File: src/rtl/core/lfpd_pkg.sv
// shared types, constants and codes of the line follower pd controller
`timescale 1ns / 1ps
`default_nettype none

package lfpd_pkg;

  // sensor array and steering constants
  localparam int unsigned SENSOR_COUNT    = 5;
  localparam int unsigned CENTER_POSITION = 3;
  localparam int unsigned STABLE_NEEDED   = 5;

  // field and port widths
  localparam int unsigned IR_W       = 10;
  localparam int unsigned SPEED_W    = 8;
  localparam int unsigned CFG_IDX_W  = 3;
  localparam int unsigned CFG_DATA_W = 10;

  // configuration register indexes
  localparam logic [CFG_IDX_W-1:0] CFG_LINE_THRESHOLD = 3'd0;
  localparam logic [CFG_IDX_W-1:0] CFG_PROP_GAIN      = 3'd1;
  localparam logic [CFG_IDX_W-1:0] CFG_DERIV_GAIN     = 3'd2;
  localparam logic [CFG_IDX_W-1:0] CFG_BASE_SPEED     = 3'd3;
  localparam logic [CFG_IDX_W-1:0] CFG_SPIN_SPEED     = 3'd4;
  localparam logic [CFG_IDX_W-1:0] CFG_SPEED_LIMIT    = 3'd5;

  // action codes reported with each result
  localparam logic [1:0] ACT_FOLLOW = 2'd0;
  localparam logic [1:0] ACT_SPIN   = 2'd1;
  localparam logic [1:0] ACT_STOP   = 2'd2;

  // which motor commands the datapath drives out
  typedef enum logic [1:0] {
    EMIT_FOLLOW,
    EMIT_SPIN_RIGHT,
    EMIT_SPIN_LEFT,
    EMIT_STOP
  } emit_kind_e;

  // one scan of raw readings
  typedef struct packed {
    logic [IR_W-1:0] ir_0;
    logic [IR_W-1:0] ir_1;
    logic [IR_W-1:0] ir_2;
    logic [IR_W-1:0] ir_3;
    logic [IR_W-1:0] ir_4;
  } in_item_t;

  // one motor command result
  typedef struct packed {
    logic               left_forward;
    logic [SPEED_W-1:0] left_speed;
    logic               right_forward;
    logic [SPEED_W-1:0] right_speed;
    logic [4:0]         line_bits;
    logic [1:0]         action;
  } out_item_t;

  // controller to datapath commands
  typedef struct packed {
    logic       capture;
    logic       scan;
    logic       err;
    logic       mulp;
    logic       muld;
    logic       term;
    logic       acc;
    logic       div;
    logic       sat;
    logic       emit;
    emit_kind_e kind;
  } lfpd_cmd_t;

  // datapath to controller status
  typedef struct packed {
    logic [4:0] line_bits;
    logic       out_free;
  } lfpd_status_t;

endpackage

`default_nettype wire

File: src/rtl/core/line_follower_pd_controller.sv
// Line follower pd controller: one scan in, at most one motor command out.
// A follow step runs the pd sequence in turn (error, two gain multiplies, sum,
// smoothing, divide, saturate, drive); spin or stop goes from decide straight to drive,
// and a scan without result returns to idle. A new scan is taken only once the last
// one is done. A waiting result holds the next scan only at drive.
// Reset (async, active low) restores register defaults and clears all follower state.
`timescale 1ns / 1ps
`default_nettype none

module line_follower_pd_controller (
  input  wire                              clk_i,
  input  wire                              rst_ni,
  input  wire                              in_valid_i,
  output logic                             in_ready_o,
  input  wire lfpd_pkg::in_item_t          in_item_i,
  output logic                             out_valid_o,
  input  wire                              out_ready_i,
  output lfpd_pkg::out_item_t              out_item_o,
  input  wire                              cfg_we_i,
  input  wire [lfpd_pkg::CFG_IDX_W-1:0]    cfg_idx_i,
  input  wire [lfpd_pkg::CFG_DATA_W-1:0]   cfg_data_i
);

  lfpd_pkg::lfpd_cmd_t    cmd;
  lfpd_pkg::lfpd_status_t status;

  // sequencing and mode control
  lfpd_ctrl u_ctrl (
    .clk_i      (clk_i),
    .rst_ni     (rst_ni),
    .in_valid_i (in_valid_i),
    .in_ready_o (in_ready_o),
    .status_i   (status),
    .cmd_o      (cmd)
  );

  // arithmetic and result register
  lfpd_datapath u_datapath (
    .clk_i       (clk_i),
    .rst_ni      (rst_ni),
    .in_item_i   (in_item_i),
    .cfg_we_i    (cfg_we_i),
    .cfg_idx_i   (cfg_idx_i),
    .cfg_data_i  (cfg_data_i),
    .cmd_i       (cmd),
    .status_o    (status),
    .out_valid_o (out_valid_o),
    .out_ready_i (out_ready_i),
    .out_item_o  (out_item_o)
  );

endmodule

`default_nettype wire

File: src/rtl/core/lfpd_datapath.sv
// datapath: scan binarization, position, pd arithmetic, motor drive and result register
`timescale 1ns / 1ps
`default_nettype none

module lfpd_datapath (
  input  wire                                 clk_i,
  input  wire                                 rst_ni,
  input  wire lfpd_pkg::in_item_t             in_item_i,
  input  wire                                 cfg_we_i,
  input  wire [lfpd_pkg::CFG_IDX_W-1:0]       cfg_idx_i,
  input  wire [lfpd_pkg::CFG_DATA_W-1:0]      cfg_data_i,
  input  wire lfpd_pkg::lfpd_cmd_t            cmd_i,
  output lfpd_pkg::lfpd_status_t              status_o,
  output logic                                out_valid_o,
  input  wire                                 out_ready_i,
  output lfpd_pkg::out_item_t                 out_item_o
);

  // weighted average of the line bits in q3.8, count 3 from a small table, count 5 a constant
  function automatic logic [10:0] calc_pos(input logic [4:0] b);
    logic [3:0]  w;
    logic [2:0]  c;
    logic [10:0] p;
    w = '0;
    c = '0;
    for (int k = 0; k < lfpd_pkg::SENSOR_COUNT; k++) begin
      if (b[k]) begin
        w = w + 4'(k + 1);
        c = c + 3'd1;
      end
    end
    case (c)
      3'd1: p = {w[2:0], 8'd0};
      3'd2: p = {w, 7'd0};
      3'd3: begin
        case (w)
          4'd6:    p = 11'd512;
          4'd7:    p = 11'd597;
          4'd8:    p = 11'd682;
          4'd9:    p = 11'd768;
          4'd10:   p = 11'd853;
          4'd11:   p = 11'd938;
          4'd12:   p = 11'd1024;
          default: p = '0;
        endcase
      end
      3'd4:    p = {1'b0, w, 6'd0};
      3'd5:    p = 11'd768;
      default: p = '0;
    endcase
    return p;
  endfunction

  // signed command to direction bit and clamped magnitude
  function automatic logic [8:0] drive(input logic signed [12:0] c, input logic [7:0] lim);
    logic [12:0] mag;
    logic        fwd;
    fwd = (c > 13'sd0);
    mag = fwd ? 13'(c) : 13'(-c);
    if (mag > {5'b0, lim}) mag = {5'b0, lim};
    return {fwd, mag[7:0]};
  endfunction

  localparam logic signed [12:0] CenterQ88 = 13'(lfpd_pkg::CENTER_POSITION * 256);

  // configuration registers
  logic [9:0] thr_q;
  logic [7:0] prop_q, deriv_q, base_q, spin_q, limit_q;

  // persistent follower state
  logic [10:0]        line_pos_q;
  logic signed [10:0] prev_err_q;
  logic signed [11:0] pd_q;

  // per item working registers
  lfpd_pkg::in_item_t ir_q;
  logic [4:0]         bits_q;
  logic [10:0]        pos_calc_q;
  logic signed [10:0] err_q;
  logic signed [19:0] prod_p_q;
  logic signed [20:0] prod_d_q;
  logic signed [21:0] term_q;
  logic signed [24:0] acc_q;
  logic [11:0]        quot_q;
  logic               neg_q;

  // result register
  lfpd_pkg::out_item_t out_q;
  logic                out_valid_q;

  // binarize the captured scan
  logic [4:0] bits_d;
  assign bits_d = {ir_q.ir_4 <= thr_q, ir_q.ir_3 <= thr_q, ir_q.ir_2 <= thr_q,
                   ir_q.ir_1 <= thr_q, ir_q.ir_0 <= thr_q};

  // position error, saturated to 11 bits
  logic [10:0]        pos_now;
  logic signed [12:0] pos_diff;
  logic signed [10:0] err_d;
  assign pos_now  = (bits_q != 5'd0) ? pos_calc_q : line_pos_q;
  assign pos_diff = CenterQ88 - $signed({2'b0, pos_now});
  always_comb begin
    if (pos_diff < -13'sd1024)     err_d = -11'sd1024;
    else if (pos_diff > 13'sd1023) err_d = 11'sd1023;
    else                           err_d = pos_diff[10:0];
  end

  // gain products
  logic signed [19:0] prod_p_d;
  logic signed [11:0] err_delta;
  logic signed [20:0] prod_d_d;
  assign prod_p_d  = 20'(err_q) * 20'($signed({1'b0, prop_q}));
  assign err_delta = 12'(err_q) - 12'(prev_err_q);
  assign prod_d_d  = 21'(err_delta) * 21'($signed({1'b0, deriv_q}));

  // smoothing numerator 7*term + 768*pd
  logic signed [24:0] term_x, pd_x, acc_d;
  assign term_x = 25'(term_q);
  assign pd_x   = 25'(pd_q);
  assign acc_d  = (term_x <<< 3) - term_x + (pd_x <<< 9) + (pd_x <<< 8);

  // divide magnitude by 2560: shift by 512, then reciprocal multiply by 1/5
  logic [23:0] acc_mag;
  logic [30:0] quot_prod;
  assign acc_mag   = acc_q[24] ? 24'(-acc_q) : 24'(acc_q);
  assign quot_prod = {17'b0, acc_mag[22:9]} * 31'd52429;

  // restore sign and saturate to 12 bits
  logic signed [12:0] quot_s, pd_new;
  logic signed [11:0] pd_sat;
  assign quot_s = $signed({1'b0, quot_q});
  assign pd_new = neg_q ? -quot_s : quot_s;
  always_comb begin
    if (pd_new > 13'sd2047)       pd_sat = 12'sd2047;
    else if (pd_new < -13'sd2048) pd_sat = -12'sd2048;
    else                          pd_sat = pd_new[11:0];
  end

  // motor commands for the selected result kind
  logic signed [12:0] base_x, pd_e, spin_x, half_x, cmd_l, cmd_r;
  logic [8:0]         drv_l, drv_r;
  logic [1:0]         act;
  assign base_x = $signed({5'b0, base_q});
  assign pd_e   = 13'(pd_q);
  assign spin_x = $signed({5'b0, spin_q});
  assign half_x = $signed({6'b0, spin_q[7:1]});
  always_comb begin
    unique case (cmd_i.kind)
      lfpd_pkg::EMIT_FOLLOW: begin
        cmd_l = base_x - pd_e;
        cmd_r = base_x + pd_e;
        act   = lfpd_pkg::ACT_FOLLOW;
      end
      lfpd_pkg::EMIT_SPIN_RIGHT: begin
        cmd_l = spin_x;
        cmd_r = -half_x;
        act   = lfpd_pkg::ACT_SPIN;
      end
      lfpd_pkg::EMIT_SPIN_LEFT: begin
        cmd_l = -half_x;
        cmd_r = spin_x;
        act   = lfpd_pkg::ACT_SPIN;
      end
      default: begin
        cmd_l = '0;
        cmd_r = '0;
        act   = lfpd_pkg::ACT_STOP;
      end
    endcase
  end
  assign drv_l = drive(cmd_l, limit_q);
  assign drv_r = drive(cmd_r, limit_q);

  // configuration writes
  always_ff @(posedge clk_i or negedge rst_ni) begin
    if (!rst_ni) begin
      thr_q   <= 10'd500;
      prop_q  <= 8'd40;
      deriv_q <= 8'd0;
      base_q  <= 8'd225;
      spin_q  <= 8'd175;
      limit_q <= 8'd250;
    end else if (cfg_we_i) begin
      case (cfg_idx_i)
        lfpd_pkg::CFG_LINE_THRESHOLD: thr_q   <= cfg_data_i;
        lfpd_pkg::CFG_PROP_GAIN:      prop_q  <= cfg_data_i[7:0];
        lfpd_pkg::CFG_DERIV_GAIN:     deriv_q <= cfg_data_i[7:0];
        lfpd_pkg::CFG_BASE_SPEED:     base_q  <= cfg_data_i[7:0];
        lfpd_pkg::CFG_SPIN_SPEED:     spin_q  <= cfg_data_i[7:0];
        lfpd_pkg::CFG_SPEED_LIMIT:    limit_q <= cfg_data_i[7:0];
        default: ;
      endcase
    end
  end

  // follower state that survives between items
  always_ff @(posedge clk_i or negedge rst_ni) begin
    if (!rst_ni) begin
      line_pos_q <= '0;
      prev_err_q <= '0;
      pd_q       <= '0;
    end else begin
      if (cmd_i.err) line_pos_q <= pos_now;
      if (cmd_i.sat) begin
        pd_q       <= pd_sat;
        prev_err_q <= err_q;
      end
    end
  end

  // working pipeline registers, no reset
  always_ff @(posedge clk_i) begin
    if (cmd_i.capture) ir_q <= in_item_i;
    if (cmd_i.scan) begin
      bits_q     <= bits_d;
      pos_calc_q <= calc_pos(bits_d);
    end
    if (cmd_i.err)  err_q    <= err_d;
    if (cmd_i.mulp) prod_p_q <= prod_p_d;
    if (cmd_i.muld) prod_d_q <= prod_d_d;
    if (cmd_i.term) term_q   <= 22'(prod_p_q) + 22'(prod_d_q);
    if (cmd_i.acc)  acc_q    <= acc_d;
    if (cmd_i.div) begin
      quot_q <= quot_prod[29:18];
      neg_q  <= acc_q[24];
    end
    if (cmd_i.emit) begin
      out_q.left_forward  <= drv_l[8];
      out_q.left_speed    <= drv_l[7:0];
      out_q.right_forward <= drv_r[8];
      out_q.right_speed   <= drv_r[7:0];
      out_q.line_bits     <= bits_q;
      out_q.action        <= act;
    end
  end

  // result valid flag
  always_ff @(posedge clk_i or negedge rst_ni) begin
    if (!rst_ni) begin
      out_valid_q <= 1'b0;
    end else if (cmd_i.emit) begin
      out_valid_q <= 1'b1;
    end else if (out_ready_i) begin
      out_valid_q <= 1'b0;
    end
  end

  assign out_valid_o        = out_valid_q;
  assign out_item_o         = out_q;
  assign status_o.line_bits = bits_q;
  assign status_o.out_free  = !out_valid_q || out_ready_i;

endmodule

`default_nettype wire

File: src/rtl/core/lfpd_ctrl.sv
// controller: run mode, turn memory, stable count and the per item sequence
`timescale 1ns / 1ps
`default_nettype none

module lfpd_ctrl (
  input  wire                         clk_i,
  input  wire                         rst_ni,
  input  wire                         in_valid_i,
  output logic                        in_ready_o,
  input  wire lfpd_pkg::lfpd_status_t status_i,
  output lfpd_pkg::lfpd_cmd_t         cmd_o
);

  typedef enum logic [3:0] {
    ST_IDLE,
    ST_SCAN,
    ST_DECIDE,
    ST_ERR,
    ST_MULP,
    ST_MULD,
    ST_TERM,
    ST_ACC,
    ST_DIV,
    ST_SAT,
    ST_EMIT
  } state_e;

  typedef enum logic [1:0] {
    MODE_FOLLOW,
    MODE_SEARCH,
    MODE_CHECK,
    MODE_STOPPED
  } mode_e;

  typedef enum logic [1:0] {
    TURN_NONE,
    TURN_LEFT,
    TURN_RIGHT
  } turn_e;

  state_e                 state_q;
  mode_e                  mode_q;
  turn_e                  turn_q;
  logic [2:0]             stable_q;
  lfpd_pkg::emit_kind_e   kind_q;

  // scan classification
  logic [4:0] bits;
  logic       all_line, no_line, stable_hit;
  logic [2:0] stable_next;
  assign bits        = status_i.line_bits;
  assign all_line    = &bits;
  assign no_line     = ~|bits;
  assign stable_hit  = bits[3] && (!bits[2] || !bits[4]);
  assign stable_next = stable_hit ? stable_q + 3'd1 : 3'd0;

  // sequence and mode state
  always_ff @(posedge clk_i or negedge rst_ni) begin
    if (!rst_ni) begin
      state_q  <= ST_IDLE;
      mode_q   <= MODE_FOLLOW;
      turn_q   <= TURN_NONE;
      stable_q <= '0;
      kind_q   <= lfpd_pkg::EMIT_FOLLOW;
    end else begin
      case (state_q)
        ST_IDLE:  if (in_valid_i) state_q <= ST_SCAN;
        ST_SCAN:  state_q <= ST_DECIDE;
        ST_DECIDE: begin
          state_q <= ST_IDLE;
          unique case (mode_q)
            MODE_SEARCH: begin
              if (stable_next >= 3'(lfpd_pkg::STABLE_NEEDED)) begin
                stable_q <= '0;
                turn_q   <= TURN_NONE;
                mode_q   <= MODE_FOLLOW;
              end else begin
                stable_q <= stable_next;
              end
            end
            MODE_CHECK: begin
              if (all_line) begin
                mode_q  <= MODE_STOPPED;
                kind_q  <= lfpd_pkg::EMIT_STOP;
                state_q <= ST_EMIT;
              end else begin
                if (no_line) turn_q <= TURN_RIGHT;
                mode_q <= MODE_FOLLOW;
              end
            end
            MODE_STOPPED: begin
              if (!all_line) mode_q <= MODE_FOLLOW;
            end
            MODE_FOLLOW: begin
              if (no_line && turn_q != TURN_NONE) begin
                // line lost: spin toward the remembered side
                mode_q   <= MODE_SEARCH;
                stable_q <= '0;
                kind_q   <= (turn_q == TURN_RIGHT) ? lfpd_pkg::EMIT_SPIN_RIGHT
                                                   : lfpd_pkg::EMIT_SPIN_LEFT;
                state_q  <= ST_EMIT;
              end else begin
                kind_q  <= lfpd_pkg::EMIT_FOLLOW;
                state_q <= ST_ERR;
                // edge memory and all-line detection
                if (bits[0] && !bits[4]) turn_q <= TURN_LEFT;
                if (bits[4] && !bits[0]) turn_q <= TURN_RIGHT;
                else if (all_line)       mode_q <= MODE_CHECK;
              end
            end
          endcase
        end
        ST_ERR:  state_q <= ST_MULP;
        ST_MULP: state_q <= ST_MULD;
        ST_MULD: state_q <= ST_TERM;
        ST_TERM: state_q <= ST_ACC;
        ST_ACC:  state_q <= ST_DIV;
        ST_DIV:  state_q <= ST_SAT;
        ST_SAT:  state_q <= ST_EMIT;
        ST_EMIT: if (status_i.out_free) state_q <= ST_IDLE;
        default: state_q <= ST_IDLE;
      endcase
    end
  end

  // command decode
  always_comb begin
    cmd_o      = '0;
    cmd_o.kind = kind_q;
    case (state_q)
      ST_IDLE:  cmd_o.capture = in_valid_i;
      ST_SCAN:  cmd_o.scan    = 1'b1;
      ST_ERR:   cmd_o.err     = 1'b1;
      ST_MULP:  cmd_o.mulp    = 1'b1;
      ST_MULD:  cmd_o.muld    = 1'b1;
      ST_TERM:  cmd_o.term    = 1'b1;
      ST_ACC:   cmd_o.acc     = 1'b1;
      ST_DIV:   cmd_o.div     = 1'b1;
      ST_SAT:   cmd_o.sat     = 1'b1;
      ST_EMIT:  cmd_o.emit    = status_i.out_free;
      default:  ;
    endcase
  end

  assign in_ready_o = (state_q == ST_IDLE);

endmodule

`default_nettype wire

File: config.mk
export PLATFORM = sky130hd
export DESIGN_NAME = line_follower_pd_controller
export DESIGN_NICKNAME = d
export VERILOG_FILES = /design/src/rtl/core/lfpd_pkg.sv /design/src/rtl/core/line_follower_pd_controller.sv /design/src/rtl/core/lfpd_datapath.sv /design/src/rtl/core/lfpd_ctrl.sv
export SDC_FILE = /design/constraint.sdc
export NUM_CORES = 1
export LEC_CHECK = 0
export BUFFER_PORTS_ARGS = -buffer_cell sky130_fd_sc_hd__buf_2
export CAP_MARGIN = 20
export CORE_MARGIN = 2
export CORE_UTILIZATION = 45
export DETAILED_ROUTE_END_ITERATION = 10
export PLACE_DENSITY_LB_ADDON = 0.15
export SLEW_MARGIN = 20
export SYNTH_ARGS = -nofsm -noshare
export SYNTH_HDL_FRONTEND = slang
export SYNTH_HIERARCHICAL = 1
export SYNTH_SLANG_ARGS = --single-unit
File: constraint.sdc
create_clock -name clk_i -period 8.2 [get_ports clk_i]
set_clock_uncertainty 0.05 [all_clocks]
set_input_delay 1.23 -clock clk_i [delete_from_list [all_inputs] [get_ports clk_i]]
set_output_delay 1.23 -clock clk_i [all_outputs]
set_load 0.005 [all_outputs]
==> impl_metrics.yaml <==
worst_hold_path:
  hold_start: "u_datapath/line_pos_q[10]"
  min_path_type: "register to register"
  hold_depth: 1
  hold_path_end: "u_datapath/line_pos_q[10]"
cells_and_area:
  drive_gt1_share_pct: 10.9
  utilization_pct: 49.9
  final_area_um2: 32000
  antenna_cells: 0
  layout_common_cells: "inv_1 (471), ha_1 (350), fa_1 (233)"
  syn2layout_area_growth_pct: 9.76
  final_cells: 3903
  nets: 3672
  final_common_cell: "inv_1"
worst_setup_path:
  critPathTopFamily: "adder cells"
  end_kind: "register"
  crit_required_ns: 8.59
  cp_slowest_cell: "or4b_2"
  start_kind: "register"
  r2r-end: "u_datapath/quot_q[5]"
  critPathArrivalTime_ns: 8.30
  critical_path_class: "register to register"
  reg2reg_from: "u_datapath/acc_q[12]"
  path_max_fanout: 4
  worst-path-buf-inv: 4
  ff2ff_path_depth: 28
  rrSetupSlack_ns: 0.29
  max_stage_delay_ns: 0.60
synth:
  synth_cell_types: 98
  synth_area_um2: 29200
  ys_seq_area_share_pct: 28.9
  synth_cells: 2919
  synthesis.nets: 3572
  synthArstFlopShare_pct: 33.1
  synth_area_per_cell_um2: 10.0
  synth_ff_type: "edfxtp_1"
  yosysTopAreaCell: "edfxtp_1"
  ys_ff_latch: 296
  synth.top_cell.area_share_pct: 20.4
  synthTopCellsByArea: "edfxtp_1 (20%), fa_1 (16%), ha_1 (15%)"
  yosysWarnings: 6
  synth_edf_count: 198
grt:
  grt_pass1_wl_mm: 113
  first_global_vias: 22100
  antenna_found_initial: 0
  grt_usage_pct: 20.9
  grt_max_degree: 77
  overflow: 0
detailed_routing:
  ant_nets: 0
  route.detailed.drc: 0
  drt-initial-drc-count: 1338
  via_per_inst: 5.42
  num_vias: 21200
  drt-wirelength-per-cell_um: 17.5
  wl_mm: 68.4
  drtPass1Iterations: 5
placement:
  post-dp-hpwl_mm: 54.8
  portBuffers: 94
  routabilityCongestion: 0.911
  placed_cells: 3832
  placed_area_um2: 30700
cts:
  cts_root_buf: "clkbuf_16"
  clkSlewWorstSetupHoldPaths_ns: 0.06
  cts_tree: "done"
  clock_sinks: 296
  clock_path_buffers: 3
  cts_made_buffers: 37
  clkLatencyLatePin_ns: 0.57
  htree_levels: 2
  hold_buffers: 0
sta:
  tns_ns: 0
  setup_violations: 0
  tightest_slew_ns: 1.05
  finalCritPeriodShare_pct: 96.5
  hold_violations: 0
  relSlewSlack_pct: 29.9
  final_max_slew_viol_count: 0
  fmax_ghz: 0.126
  min_period_ns: 7.91
floorplanning:
  rows: 93
  die_y_um: 259
  io_pins: 95
  initial_utilization_pct: 45.4
  core-area_um2: 64200
  die_w_um: 259
  die_area_um2: 66900
run:
  drv_cap: 0
run_status:
  outcome: "complete, no violations"
[routing by layer]
| metal | up-vias | GRT usage [%] | share of wire (%) |
|---|---|---|---|
| li1 | 10200 | - | - |
| met1 | 10500 | 27.5 | 45 |
| met2 | 395 | 36.6 | 49 |
| met3 | 84 | 2.79 | 4.2 |
| met4 | 0 | 5.20 | 2.3 |
| met5 | - | 0 | 0 |
[worst register-to-register path: cells and delay by family (launching register included)]
family | cells | cell delay [ns]
adders and majority gates | 7 | 2.85
buffers and inverters | 4 | 0.19
xor gates and xnor gates | 2 | 0.26
and+or+nand+nor | 7 | 2.50
DFF | 1 | 0.38
AOI/OAI and AO/OA | 8 | 1.53
[registers in the layout, indices dropped and copies added (netlist names), 8 cells and up]
name,flops
u_datapath/ir_q,50
u_datapath/out_item_o,25
u_datapath/acc_q,24
u_datapath/term_q,22
u_datapath/prod_d_q,21
u_datapath/prod_p_q,20
u_datapath/pd_q,12
u_datapath/quot_q,12
u_datapath/err_q,11
u_datapath/line_pos_q,11
u_datapath/prev_err_q,11
u_datapath/thr_q,10
u_datapath/base_q,8
u_datapath/deriv_q,8
u_datapath/limit_q,8
u_datapath/prop_q,8
u_datapath/spin_q,8
[worst max path at each step]
| stage | startpoint | cells past startpoint | slack (ns) | end |
|---|---|---|---|---|
| 5_1_grt | u_datapath/acc_q[1] | 30 | -0.004 | u_datapath/quot_q[5] |
| 2_1_floorplan | u_datapath/acc_q[2] | 28 | 0.38 | u_datapath/quot_q[5] |
| 3_3_place_gp | u_datapath/acc_q[13] | 27 | 0.13 | u_datapath/quot_q[11] |
| 6_report | u_datapath/acc_q[12] | 28 | 0.29 | u_datapath/quot_q[5] |
| 3_5_place_dp | u_datapath/acc_q[13] | 27 | 0.04 | u_datapath/quot_q[11] |
| 4_1_cts | u_datapath/acc_q[13] | 27 | 0.02 | u_datapath/quot_q[11] |
[stage by stage]
step	worst slack (ns)	hold slack [ns]
floorplan	0.379	0.404
global placement	0.126	0.439
detailed placement	0.0357	0.449
CTS	0.0153	0.461
global route	-0.00420	0.471
finish	0.289	0.460
[cells by family after synthesis]
kind of cell / Yosys count / share of synthesized area (%)
DFF: 296 / 28.9
buffers and inverters: 531 / 6.90
AOI/OAI and AO/OA: 526 / 12.1
xor gates and xnor gates: 149 / 4.47
adders and majority gates: 588 / 31.2
muxes: 92 / 3.52
and+or+nand+nor: 737 / 13.0
[cell type report]
type,instances,area [um^2]
flip-flops and latches,296,8430
clock inverters,13,146
repair buffers,121,696
multi-input cells,2092,18900
inverters,471,1770
clock buffers,55,1060
fillers,5993,32200
well taps,855,1070
[repair_timing]
item | in CTS | in global routing
setup endpoints to repair | 0 | 8
setup buffers | 0 | 2
resized for setup | 0 | 17
[synthesized netlist by cell type, types with 4 or more instances]
| cell | n |
|---|---|
| nor2_1 | 131 |
| a21boi_0 | 20 |
| a21oi_1 | 118 |
| mux2i_1 | 14 |
| nor3b_1 | 9 |
| o2111ai_1 | 4 |
| and3_1 | 21 |
| nand4_1 | 22 |
| o21bai_1 | 13 |
| xor2_1 | 41 |
| a211o_1 | 12 |
| a221oi_1 | 5 |
| a31o_2 | 6 |
| o21a_1 | 25 |
| nand3_1 | 51 |
| o31ai_1 | 13 |
| a22oi_1 | 10 |
| o211ai_1 | 31 |
| nand2b_1 | 38 |
| xnor2_1 | 108 |
| or2_2 | 9 |
| dfstp_2 | 24 |
| mux2_2 | 70 |
| or4_1 | 8 |
| dfrtp_1 | 74 |
| nand3b_1 | 5 |
| a31oi_1 | 28 |
| edfxtp_1 | 198 |
| a21o_1 | 43 |
| ha_1 | 352 |
| and2_1 | 101 |
| o21ai_0 | 116 |
| fa_1 | 233 |
| clkbuf_1 | 51 |
| inv_1 | 471 |
| nor2b_1 | 52 |
| a211oi_1 | 13 |
| o22ai_1 | 7 |
| a41oi_1 | 7 |
| or3_1 | 19 |
| nand2_1 | 187 |
| nor4_1 | 10 |
| nor3_1 | 52 |
| mux2_1 | 6 |
Power is not shown: default switching activity piles up to over one toggle a cycle in this logic, so the estimate is an artifact.
